**src/rtl/cyclic_prefix_threshold_search_core_assert.svh**
```systemverilog
// Assertion macros for the cyclic prefix threshold search core.
// Depends on nothing; included by the top level.
`ifndef CYCLIC_PREFIX_THRESHOLD_SEARCH_CORE_ASSERT_SVH
`define CYCLIC_PREFIX_THRESHOLD_SEARCH_CORE_ASSERT_SVH
// same-cycle implication
`define CPTS_ASSERT_IMPL(label, ante, cons) \
    label: assert property (@(posedge aclk) disable iff (!aresetn) (ante) |-> (cons)) \
        else $error("cpts assertion failed");
// next-cycle implication
`define CPTS_ASSERT_NEXT(label, ante, cons) \
    label: assert property (@(posedge aclk) disable iff (!aresetn) (ante) |=> (cons)) \
        else $error("cpts assertion failed");
`endif

```
**src/rtl/cpts_pkg.sv**
```systemverilog
// Shared types and constants for the cyclic prefix threshold search core.
// No dependencies.
package cpts_pkg;
    localparam int SUM_W = 42;
    localparam int DIV_W = 43;
    localparam int DIV_CNT_W = 6;

    localparam logic [1:0] REQ_RESTART = 2'd0;
    localparam logic [1:0] REQ_APPEND  = 2'd1;
    localparam logic [1:0] REQ_QUERY   = 2'd2;

    typedef logic signed [SUM_W-1:0] sum_t;
    typedef logic [DIV_W-1:0] div_word_t;
endpackage

```
**src/rtl/cpts_div.sv**
```systemverilog
// Restoring divider, one quotient bit per cycle.
// Depends on cpts_pkg.
module cpts_div
    import cpts_pkg::*;
(
    input  logic      aclk,
    input  logic      aresetn,
    input  logic      start,
    input  div_word_t dividend,
    input  div_word_t divisor,
    output logic      done,
    output div_word_t quotient,
    output div_word_t remainder
);
    logic                 busy_reg, busy_next;
    logic [DIV_CNT_W-1:0] cnt_reg, cnt_next;
    div_word_t            rem_reg, rem_next;
    div_word_t            quo_reg, quo_next;
    div_word_t            dsr_reg, dsr_next;
    logic                 done_reg, done_next;
    logic [DIV_W:0]       trial;
    logic [DIV_W:0]       diff;

    assign trial = {rem_reg, quo_reg[DIV_W-1]};
    assign diff  = trial - {1'b0, dsr_reg};

    always_comb begin
        busy_next = busy_reg;
        cnt_next  = cnt_reg;
        rem_next  = rem_reg;
        quo_next  = quo_reg;
        dsr_next  = dsr_reg;
        done_next = 1'b0;
        if (start) begin
            busy_next = 1'b1;
            cnt_next  = DIV_CNT_W'(DIV_W - 1);
            rem_next  = '0;
            quo_next  = dividend;
            dsr_next  = divisor;
        end else if (busy_reg) begin
            if (trial >= {1'b0, dsr_reg}) begin
                rem_next = diff[DIV_W-1:0];
                quo_next = {quo_reg[DIV_W-2:0], 1'b1};
            end else begin
                rem_next = trial[DIV_W-1:0];
                quo_next = {quo_reg[DIV_W-2:0], 1'b0};
            end
            if (cnt_reg == '0) begin
                busy_next = 1'b0;
                done_next = 1'b1;
            end else begin
                cnt_next = cnt_reg - 1'b1;
            end
        end
    end

    always_ff @(posedge aclk) begin
        if (!aresetn) begin
            busy_reg <= 1'b0;
            done_reg <= 1'b0;
            cnt_reg  <= '0;
        end else begin
            busy_reg <= busy_next;
            done_reg <= done_next;
            cnt_reg  <= cnt_next;
        end
        rem_reg <= rem_next;
        quo_reg <= quo_next;
        dsr_reg <= dsr_next;
    end

    assign done      = done_reg;
    assign quotient  = quo_reg;
    assign remainder = rem_reg;
endmodule

```
**config.mk**
```make
export PLATFORM = sky130hd
export DESIGN_NAME = cpts_div
export DESIGN_NICKNAME = d
export VERILOG_FILES = /design/src/rtl/cyclic_prefix_threshold_search_core_assert.svh /design/src/rtl/cpts_pkg.sv /design/src/rtl/cpts_div.sv
export SDC_FILE = /design/constraint.sdc
export NUM_CORES = 1
export LEC_CHECK = 0
export BUFFER_PORTS_ARGS = -buffer_cell sky130_fd_sc_hd__clkbuf_2
export CAP_MARGIN = 5
export CORE_ASPECT_RATIO = 0.8
export CORE_UTILIZATION = 55
export DETAILED_ROUTE_END_ITERATION = 8
export MAX_ROUTING_LAYER = met4
export PLACE_DENSITY = 0.93
export SLEW_MARGIN = 15
export SYNTH_ARGS = -nofsm -noshare
export SYNTH_HDL_FRONTEND = slang
export SYNTH_SLANG_ARGS = --single-unit
```
**constraint.sdc**
```tcl
create_clock -name aclk -period 4.4 [get_ports aclk]
set_clock_uncertainty 0.15 [all_clocks]
set_input_delay 0.44 -clock aclk [delete_from_list [all_inputs] [get_ports aclk]]
set_output_delay 0.44 -clock aclk [all_outputs]
set_load 0.01 [all_outputs]
```
==> flow_summary_export.csv, run 1 <==
group,metric,value,unit
timing,finalHoldViolations,0,
setup_path,worstSetupPathType,"flop to flop",
logic_synthesis,synth_edf_count,86,
drt,via_count,6926,
timing,slew_violations,0,
timing,rsz0062_at_grt,"false",
floorplan,die-area,15200,sq um
pwr,finalPower,3860,uW
logic_synthesis,synthMuxAreaShare,6.52,%
logic_synthesis,synth.avg_cell_area,9.96,sq um
clock_tree,ctsResizeCount,0,
final_layout,drive_gt1_share,28.1,%
pwr,p_sw,1170,uW
place,hpwlAfterDp,14600,microns
logic_synthesis,yosys.area.top_type_share,32.0,%
setup_path,critPathCaptureType,"flop",
clock_tree,numCtsBuffers,17,
clock_tree,cts_setup_buffers,0,
drt,wl_per_cell,17.2,microns
clock_tree,cts_root_buffer,"clkbuf_16",
floorplan,die_h,110,microns
final_layout,design_area,9530,sq um
timing,fin_tns_setup,0,ns
logic_synthesis,ys.flop_type,"edfxtp_1",
place,placed_cell_area,8980,sq um
floorplan,row_count,39,
place,io_buffers,175,
clock_tree,clkLatencyLatePin,0.42,ns
floorplan,core,14300,sq um
logic_synthesis,syn_nets,946,
clock_tree,h-tree-depth,4,
setup_path,critPathArrivalTime,3.92,ns
floorplan,die_w,137,microns
clock_tree,hold_buffers,0,
final_layout,final_util,66.7,%
final_layout,area.sequential,3600,sq um
logic_synthesis,netlist_area,8080,sq um
global_routing,grt_max_degree,86,
pwr,peakVddDrop,0.304,mV
final_layout,area_growth,18.1,%
clock_tree,cts_tree,"yes",
timing,post-route-period-util,85.3,%
global_routing,grt_pass1_wl,31400,microns
drt,dr.pass1.iters,5,
clock_tree,clkSlewWorstSetupHoldPaths,0.06,ns
floorplan,start_util,56.5,%
setup_path,slowest_stage,"o31ai_4",
global_routing,grt_use_total,28.0,%
final_layout,diodes,0,
timing,slew_headroom,30.0,%
flow_run,maxCapViolCount,0,
pwr,clkPwrFrac,34.7,%
drt,drt_iter0_markers,768,
setup_path,startpoint_type,"flop",
floorplan,io-pin-count,176,
global_routing,antenna_found_initial,0,
logic_synthesis,synth_top_cell_by_area,"edfxtp_1",
timing,finalSetupViolCount,0,
drt,drc,0,
setup_path,cpPeakStageDelay,0.62,ns
logic_synthesis,yosysUniqueCellTypes,73,
clock_tree,cts_sinks,137,
setup_path,worstPathRequired,4.56,ns
logic_synthesis,yosysSeqAreaShare,44.6,%
pwr,p_int,2690,uW
pwr,share_seq_of_total_power,40.8,%
place,gp_congestion,0.962,
drt,via_per_inst,5.92,
worst_hold_path,hp-class,"primary input to flop",
setup_path,path_cells,"inv_1 > ha_1 > fa_1 > nand2b_4 > a211oi_1 > o211ai_2 > o2111ai_2 > a31oi_4 > o31ai_4 > buf_4 > nand2_1 > a311oi_1",
timing,worstMarginPinSlew,1.02,ns
logic_synthesis,synth_area_leaders,"edfxtp_1, dfxtp_1, ha_1",
final_layout,nets,1107,
logic_synthesis,syn_inst,811,
setup_path,cpLargestDelayFamily,"compound AO/OA/AOI/OAI gates",
drt,wirelength,20100,microns
timing,period_needed,3.75,ns
drt,antenna_left,0,
final_layout,fillCellCount,1133,
pwr,p_sw_share,30.3,%
outcome,status,"finished, final reports clean",
logic_synthesis,synth_top_family_by_area,"compound AO/OA/AOI/OAI gates",
setup_path,cp_max_fo,12,
logic_synthesis,synth_compound_area_share,17.2,%
global_routing,grt_pass1_vias,6487,
logic_synthesis,synthSimpleGateAreaFrac,14.0,%
logic_synthesis,async_flop_share,0,%
setup_path,crit_buf_inv,2,
logic_synthesis,yosysWarnings,0,
clock_tree,clockBufferDepth,2,
pwr,power_density,405,nW/um^2
global_routing,overflow,0,
pwr,p_leak,0.00413,uW
pwr,p_comb_share,24.5,%
logic_synthesis,synth_seq_cells,137,
final_layout,multi_input_area,3990,sq um
logic_synthesis,synth-xor-area-share,4.45,%
logic_synthesis,synth-adder-area-share,7.22,%
timing,max_freq,0.266,GHz
[metal layers]
metal  global-route usage, %  wire length (microns)  vias up
met1                    36.0                   8890     3273
met2                    43.7                   9310      336
met4                    9.42                    357        0
met5                       -                      0        -
li1                        -                      -     3280
met3                    6.17                   1540       37
[synthesized netlist by cell type (5+ instances only)]
| master | instances |
|---|---|
| nand3_1 | 13 |
| a311oi_1 | 23 |
| buf_6 | 9 |
| ha_1 | 45 |
| mux2_2 | 45 |
| o21bai_1 | 6 |
| nand4_1 | 14 |
| o21a_1 | 5 |
| clkbuf_1 | 22 |
| nor2b_1 | 6 |
| nor2_1 | 67 |
| xnor2_1 | 27 |
| a31oi_1 | 10 |
| a21o_1 | 17 |
| nand2_1 | 107 |
| dfxtp_1 | 51 |
| nor3_1 | 14 |
| o21ai_0 | 27 |
| xor2_1 | 14 |
| inv_1 | 58 |
| a21oi_1 | 47 |
| edfxtp_1 | 86 |
| a211oi_1 | 10 |
| a311oi_2 | 6 |
[stage by stage]
| stage | setup WS, ns | hold slack (ns) | instances |
|---|---|---|---|
| after floorplan | 1.18 | 0.335 | 811 |
| after global placement | 0.887 | 0.333 | 1137 |
| after detailed placement | 0.736 | 0.338 | 1137 |
| after CTS | 0.685 | 0.0286 | 1169 |
| after global routing | 0.417 | 0.0214 | 1169 |
| final | 0.645 | 0.0417 | 1169 |
[cells by family after synthesis]
| group | Yosys count |
|---|---|
| and+or+nand+nor | 247 |
| AOI/OAI and AO/OA | 193 |
| DFF | 137 |
| buffers and inverters | 100 |
| muxes | 47 |
| adders and majority gates | 46 |
| xor gates and xnor gates | 41 |
[layout by cell type (no fill, tap or decap), types with 4 or more instances in the layout]
cell type    n
xor2_1      14
a311oi_2     6
dfxtp_1     50
o211ai_1     4
ha_1        45
nand2_1    107
inv_1       58
o21a_1       5
buf_4        8
a31oi_1     10
a21boi_0     4
a311oi_1    23
edfxtp_1    86
a211oi_1    10
o21bai_1     6
nand4_1     14
o22ai_1      4
nand3_1     13
clkbuf_16   17
a21o_1      17
nor3_1      14
o21ai_0     27
mux2_2      45
nor2b_1      6
xnor2_1     27
clkbuf_2   174
a21oi_1     47
nor2_1      67
clkbuf_1     5
[worst paths after layout]
| path | startpoint | endpoint | slack [ns] | cells past startpoint |
|---|---|---|---|---|
| setup / recovery | quotient[42] | remainder[9] | 0.65 | 12 |
| hold / removal | divisor[38] | dsr_reg[38] | 0.04 | 1 |
| hold reg to reg | busy_reg | done | 0.34 | 1 |
| setup reg to reg | quotient[42] | remainder[9] | 0.65 | 12 |
[final cells by class]
| class | instances | area share [%] |
|---|---|---|
| well taps | 184 | 2.42 |
| clock buffers | 25 | 5.09 |
| flip-flops and latches | 137 | 37.8 |
| inverters | 60 | 2.36 |
| clock inverters | 7 | 0.696 |
| multi-input cells | 574 | 41.9 |
| repair buffers | 182 | 9.77 |
[power by group through the flow]
stage | Clock (uW) | Combinational, uW | Sequential [uW]
4_1_cts | 1350 | 929 | 1580
2_1_floorplan | 0 | 635 | 1620
3_5_place_dp | 0 | 919 | 1600
3_3_place_gp | 0 | 896 | 1590
5_1_grt | 1410 | 1030 | 1590
6_report | 1340 | 946 | 1580
[worst register-to-register path, delay by kind of cell (launching register included)]
kind | cells | cell delay, ns
simple gates | 2 | 0.24
fa+ha+maj | 2 | 0.61
buf+inv | 2 | 0.37
flops | 1 | 0.37
compound gates | 6 | 1.90
(Power assumes the default switching activity.)
==> run 2, diff against run 1 <==
- CORE_UTILIZATION: 55 -> 50
- CTS_CLUSTER_SIZE: not set -> 8
- PLACE_DENSITY: 0.93 -> 0.86
==> run 2 against run 1 <==
Net effect:
- the run now ends with DRC left
- count of clock-buffer cells in the layout is 8 lower
- global-route usage fell by 2.2 points
- final cell count rose by 2.5%
- flip-flop and latch count did not move
- power grew 4.4%
- clock power is 13% higher
- largest power group unchanged
==> flow_summary_export.csv, run 2 (same netlist as run 1, synthesis figures left out) <==
group,metric,value,unit
floorplan,die_w,144,microns
drt,drc,2,
clock_tree,cts_root_buffer,"clkbuf_16",
place,gp_congestion,0.926,
worst_hold_path,min_path_cells,1,
drt,routed.top_layer,"met4",
drt,drt_iter0_markers,663,
outcome,failed_checks,"DRC",
clock_tree,cts_setup_buffers,0,
floorplan,io-pin-count,176,
drt,dr.pass1.iters,7,
floorplan,start_util,51.1,%
clock_tree,cts_sinks,137,
final_layout,final_cell_mix,"clkbuf_2, nand2_1, edfxtp_1",
clock_tree,clkSlewWorstSetupHoldPaths,0.06,ns
clock_tree,numCtsBuffers,17,
setup_path,critPathArrivalTime,4.00,ns
timing,slew_violations,0,
global_routing,antenna_found_initial,0,
final_layout,drive_gt1_share,28.4,%
timing,max_freq,0.260,GHz
place,hpwlAfterDp,14600,microns
global_routing,overflow,0,
final_layout,multi_input_area,3990,sq um
global_routing,grt_pass1_wl,32100,microns
drt,met3_length,1380,microns
pwr,p_sw,1210,uW
drt,routed-wl-met2,9160,microns
worst_hold_path,hp-class,"primary input to flop",
setup_path,startpoint_type,"flop",
floorplan,core,15800,sq um
final_layout,final_util,61.0,%
final_layout,nets,1105,
place,dp.cells,1166,
place,placed_cell_area,9000,sq um
setup_path,reg2reg_slack,0.56,ns
setup_path,worstPathRequired,4.56,ns
pwr,power_density,419,nW/um^2
clock_tree,cts_tree,"yes",
flow_run,maxCapViolCount,0,
final_layout,area.sequential,3600,sq um
final_layout,diodes,0,
drt,wl_per_cell,16.7,microns
timing,period_needed,3.84,ns
pwr,p_leak,0.00415,uW
pwr,share_seq_of_total_power,39.3,%
drt,antenna_left,0,
final_layout,layout.cells.non_filler,1198,
timing,finalSetupViolCount,0,
worst_hold_path,worstHoldEndpoint,"dsr_reg[19]",
setup_path,critPathCaptureType,"flop",
place,io_buffers,175,
setup_path,cp_max_fo,27,
final_layout,design_area,9630,sq um
pwr,p_comb_share,23.0,%
clock_tree,clockBufferDepth,2,
drt,via_per_inst,5.64,
drt,wl_met1,9100,microns
clock_tree,ctsResizeCount,0,
final_layout,area_growth,19.3,%
drt,via_count,6758,
final_layout,fillCellCount,1373,
drt,wirelength,20000,microns
setup_path,reg2regPathDepth,12,
global_routing,grt_pass1_vias,6449,
pwr,clkPwrFrac,37.7,%
pwr,finalPower,4030,uW
timing,fin_tns_setup,0,ns
setup_path,worst_r2r_endpoint,"remainder[29]",
setup_path,worstSetupPathType,"flop to flop",
clock_tree,hold_buffers,0,
pwr,p_int,2820,uW
worst_hold_path,hold_start,"divisor[19]",
global_routing,grt_use_total,25.8,%
setup_path,r2r-start,"quotient[42]",
floorplan,row_count,41,
outcome,status,"complete, but fails checks",
timing,finalHoldViolations,0,
timing,slew_headroom,29.1,%
timing,rsz0062_at_grt,"false",
floorplan,die-area,16700,sq um
global_routing,grt_max_degree,53,
pwr,p_sw_share,30.1,%
pwr,peakVddDrop,0.290,mV
final_layout,final_common_cell,"clkbuf_2",
timing,worstMarginPinSlew,1.06,ns
floorplan,die_h,116,microns
clock_tree,clkLatencyLatePin,0.42,ns
timing,post-route-period-util,87.2,%
clock_tree,h-tree-depth,4,
-- run 2: changes by cell type in the layout (fill, tap and decap cells not counted), moves of 2 or more --
cell	previous run	this run
clkbuf_8	3	0
bufinv_16	1	4
clkbuf_1	5	0
clkinv_4	0	3
inv_6	0	2
buf_4	8	6
-- run 2: worst max-delay path by stage --
stage	start	endpoint	slack, ns	depth (start not counted)
4_1_cts	quotient[42]	remainder[29]	0.59	12
5_1_grt	quotient[42]	remainder[39]	0.34	11
2_1_floorplan	quotient[42]	remainder[26]	1.18	12
3_5_place_dp	quotient[42]	remainder[35]	0.66	13
3_3_place_gp	quotient[42]	remainder[39]	0.88	11
6_report	quotient[42]	remainder[29]	0.56	12
-- run 2: cell type report --
type	count	share of cell area, %
clock buffers	17	4.42
clock inverters	15	2.08
inverters	60	2.34
multi-input cells	574	41.4
flip-flops and latches	137	37.4
well taps	215	2.79
repair buffers	180	9.51
-- run 2: metal layers --
metal / global-route usage (%) / vias up
met4: 7.02 / 0
li1: - / 3276
met5: - / -
met2: 40.6 / 251
met3: 5.95 / 40
met1: 33.3 / 3191
-- run 2: critical path, stage by stage (launching register included) --
cell and delay (ns):
edfxtp_1 0.38, inv_1 0.06, ha_1 0.23, fa_1 0.40, nand2b_4 0.17, a211oi_1 0.35, o211ai_2 0.19, o2111ai_2 0.32
a31oi_4 0.18, o31ai_4 0.44, buf_4 0.41, nand2_1 0.12, a311oi_1 0.32
-- run 2: per-stage QoR --
| step | setup slack (ns) | hold slack, ns |
|---|---|---|
| 2_1_floorplan | 1.18 | 0.335 |
| 3_3_place_gp | 0.884 | 0.329 |
| 3_5_place_dp | 0.660 | 0.337 |
| 4_1_cts | 0.590 | 0.0268 |
| 5_1_grt | 0.337 | 0.0250 |
| 6_report | 0.561 | 0.0418 |
-- run 2: power groups by stage --
stage	clock [uW]	sequential, uW	combinational [uW]
floorplan	0	1620	635
CTS	1540	1580	918
global route	1600	1600	1010
detailed placement	0	1610	907
finish	1520	1580	928
global placement	0	1600	891
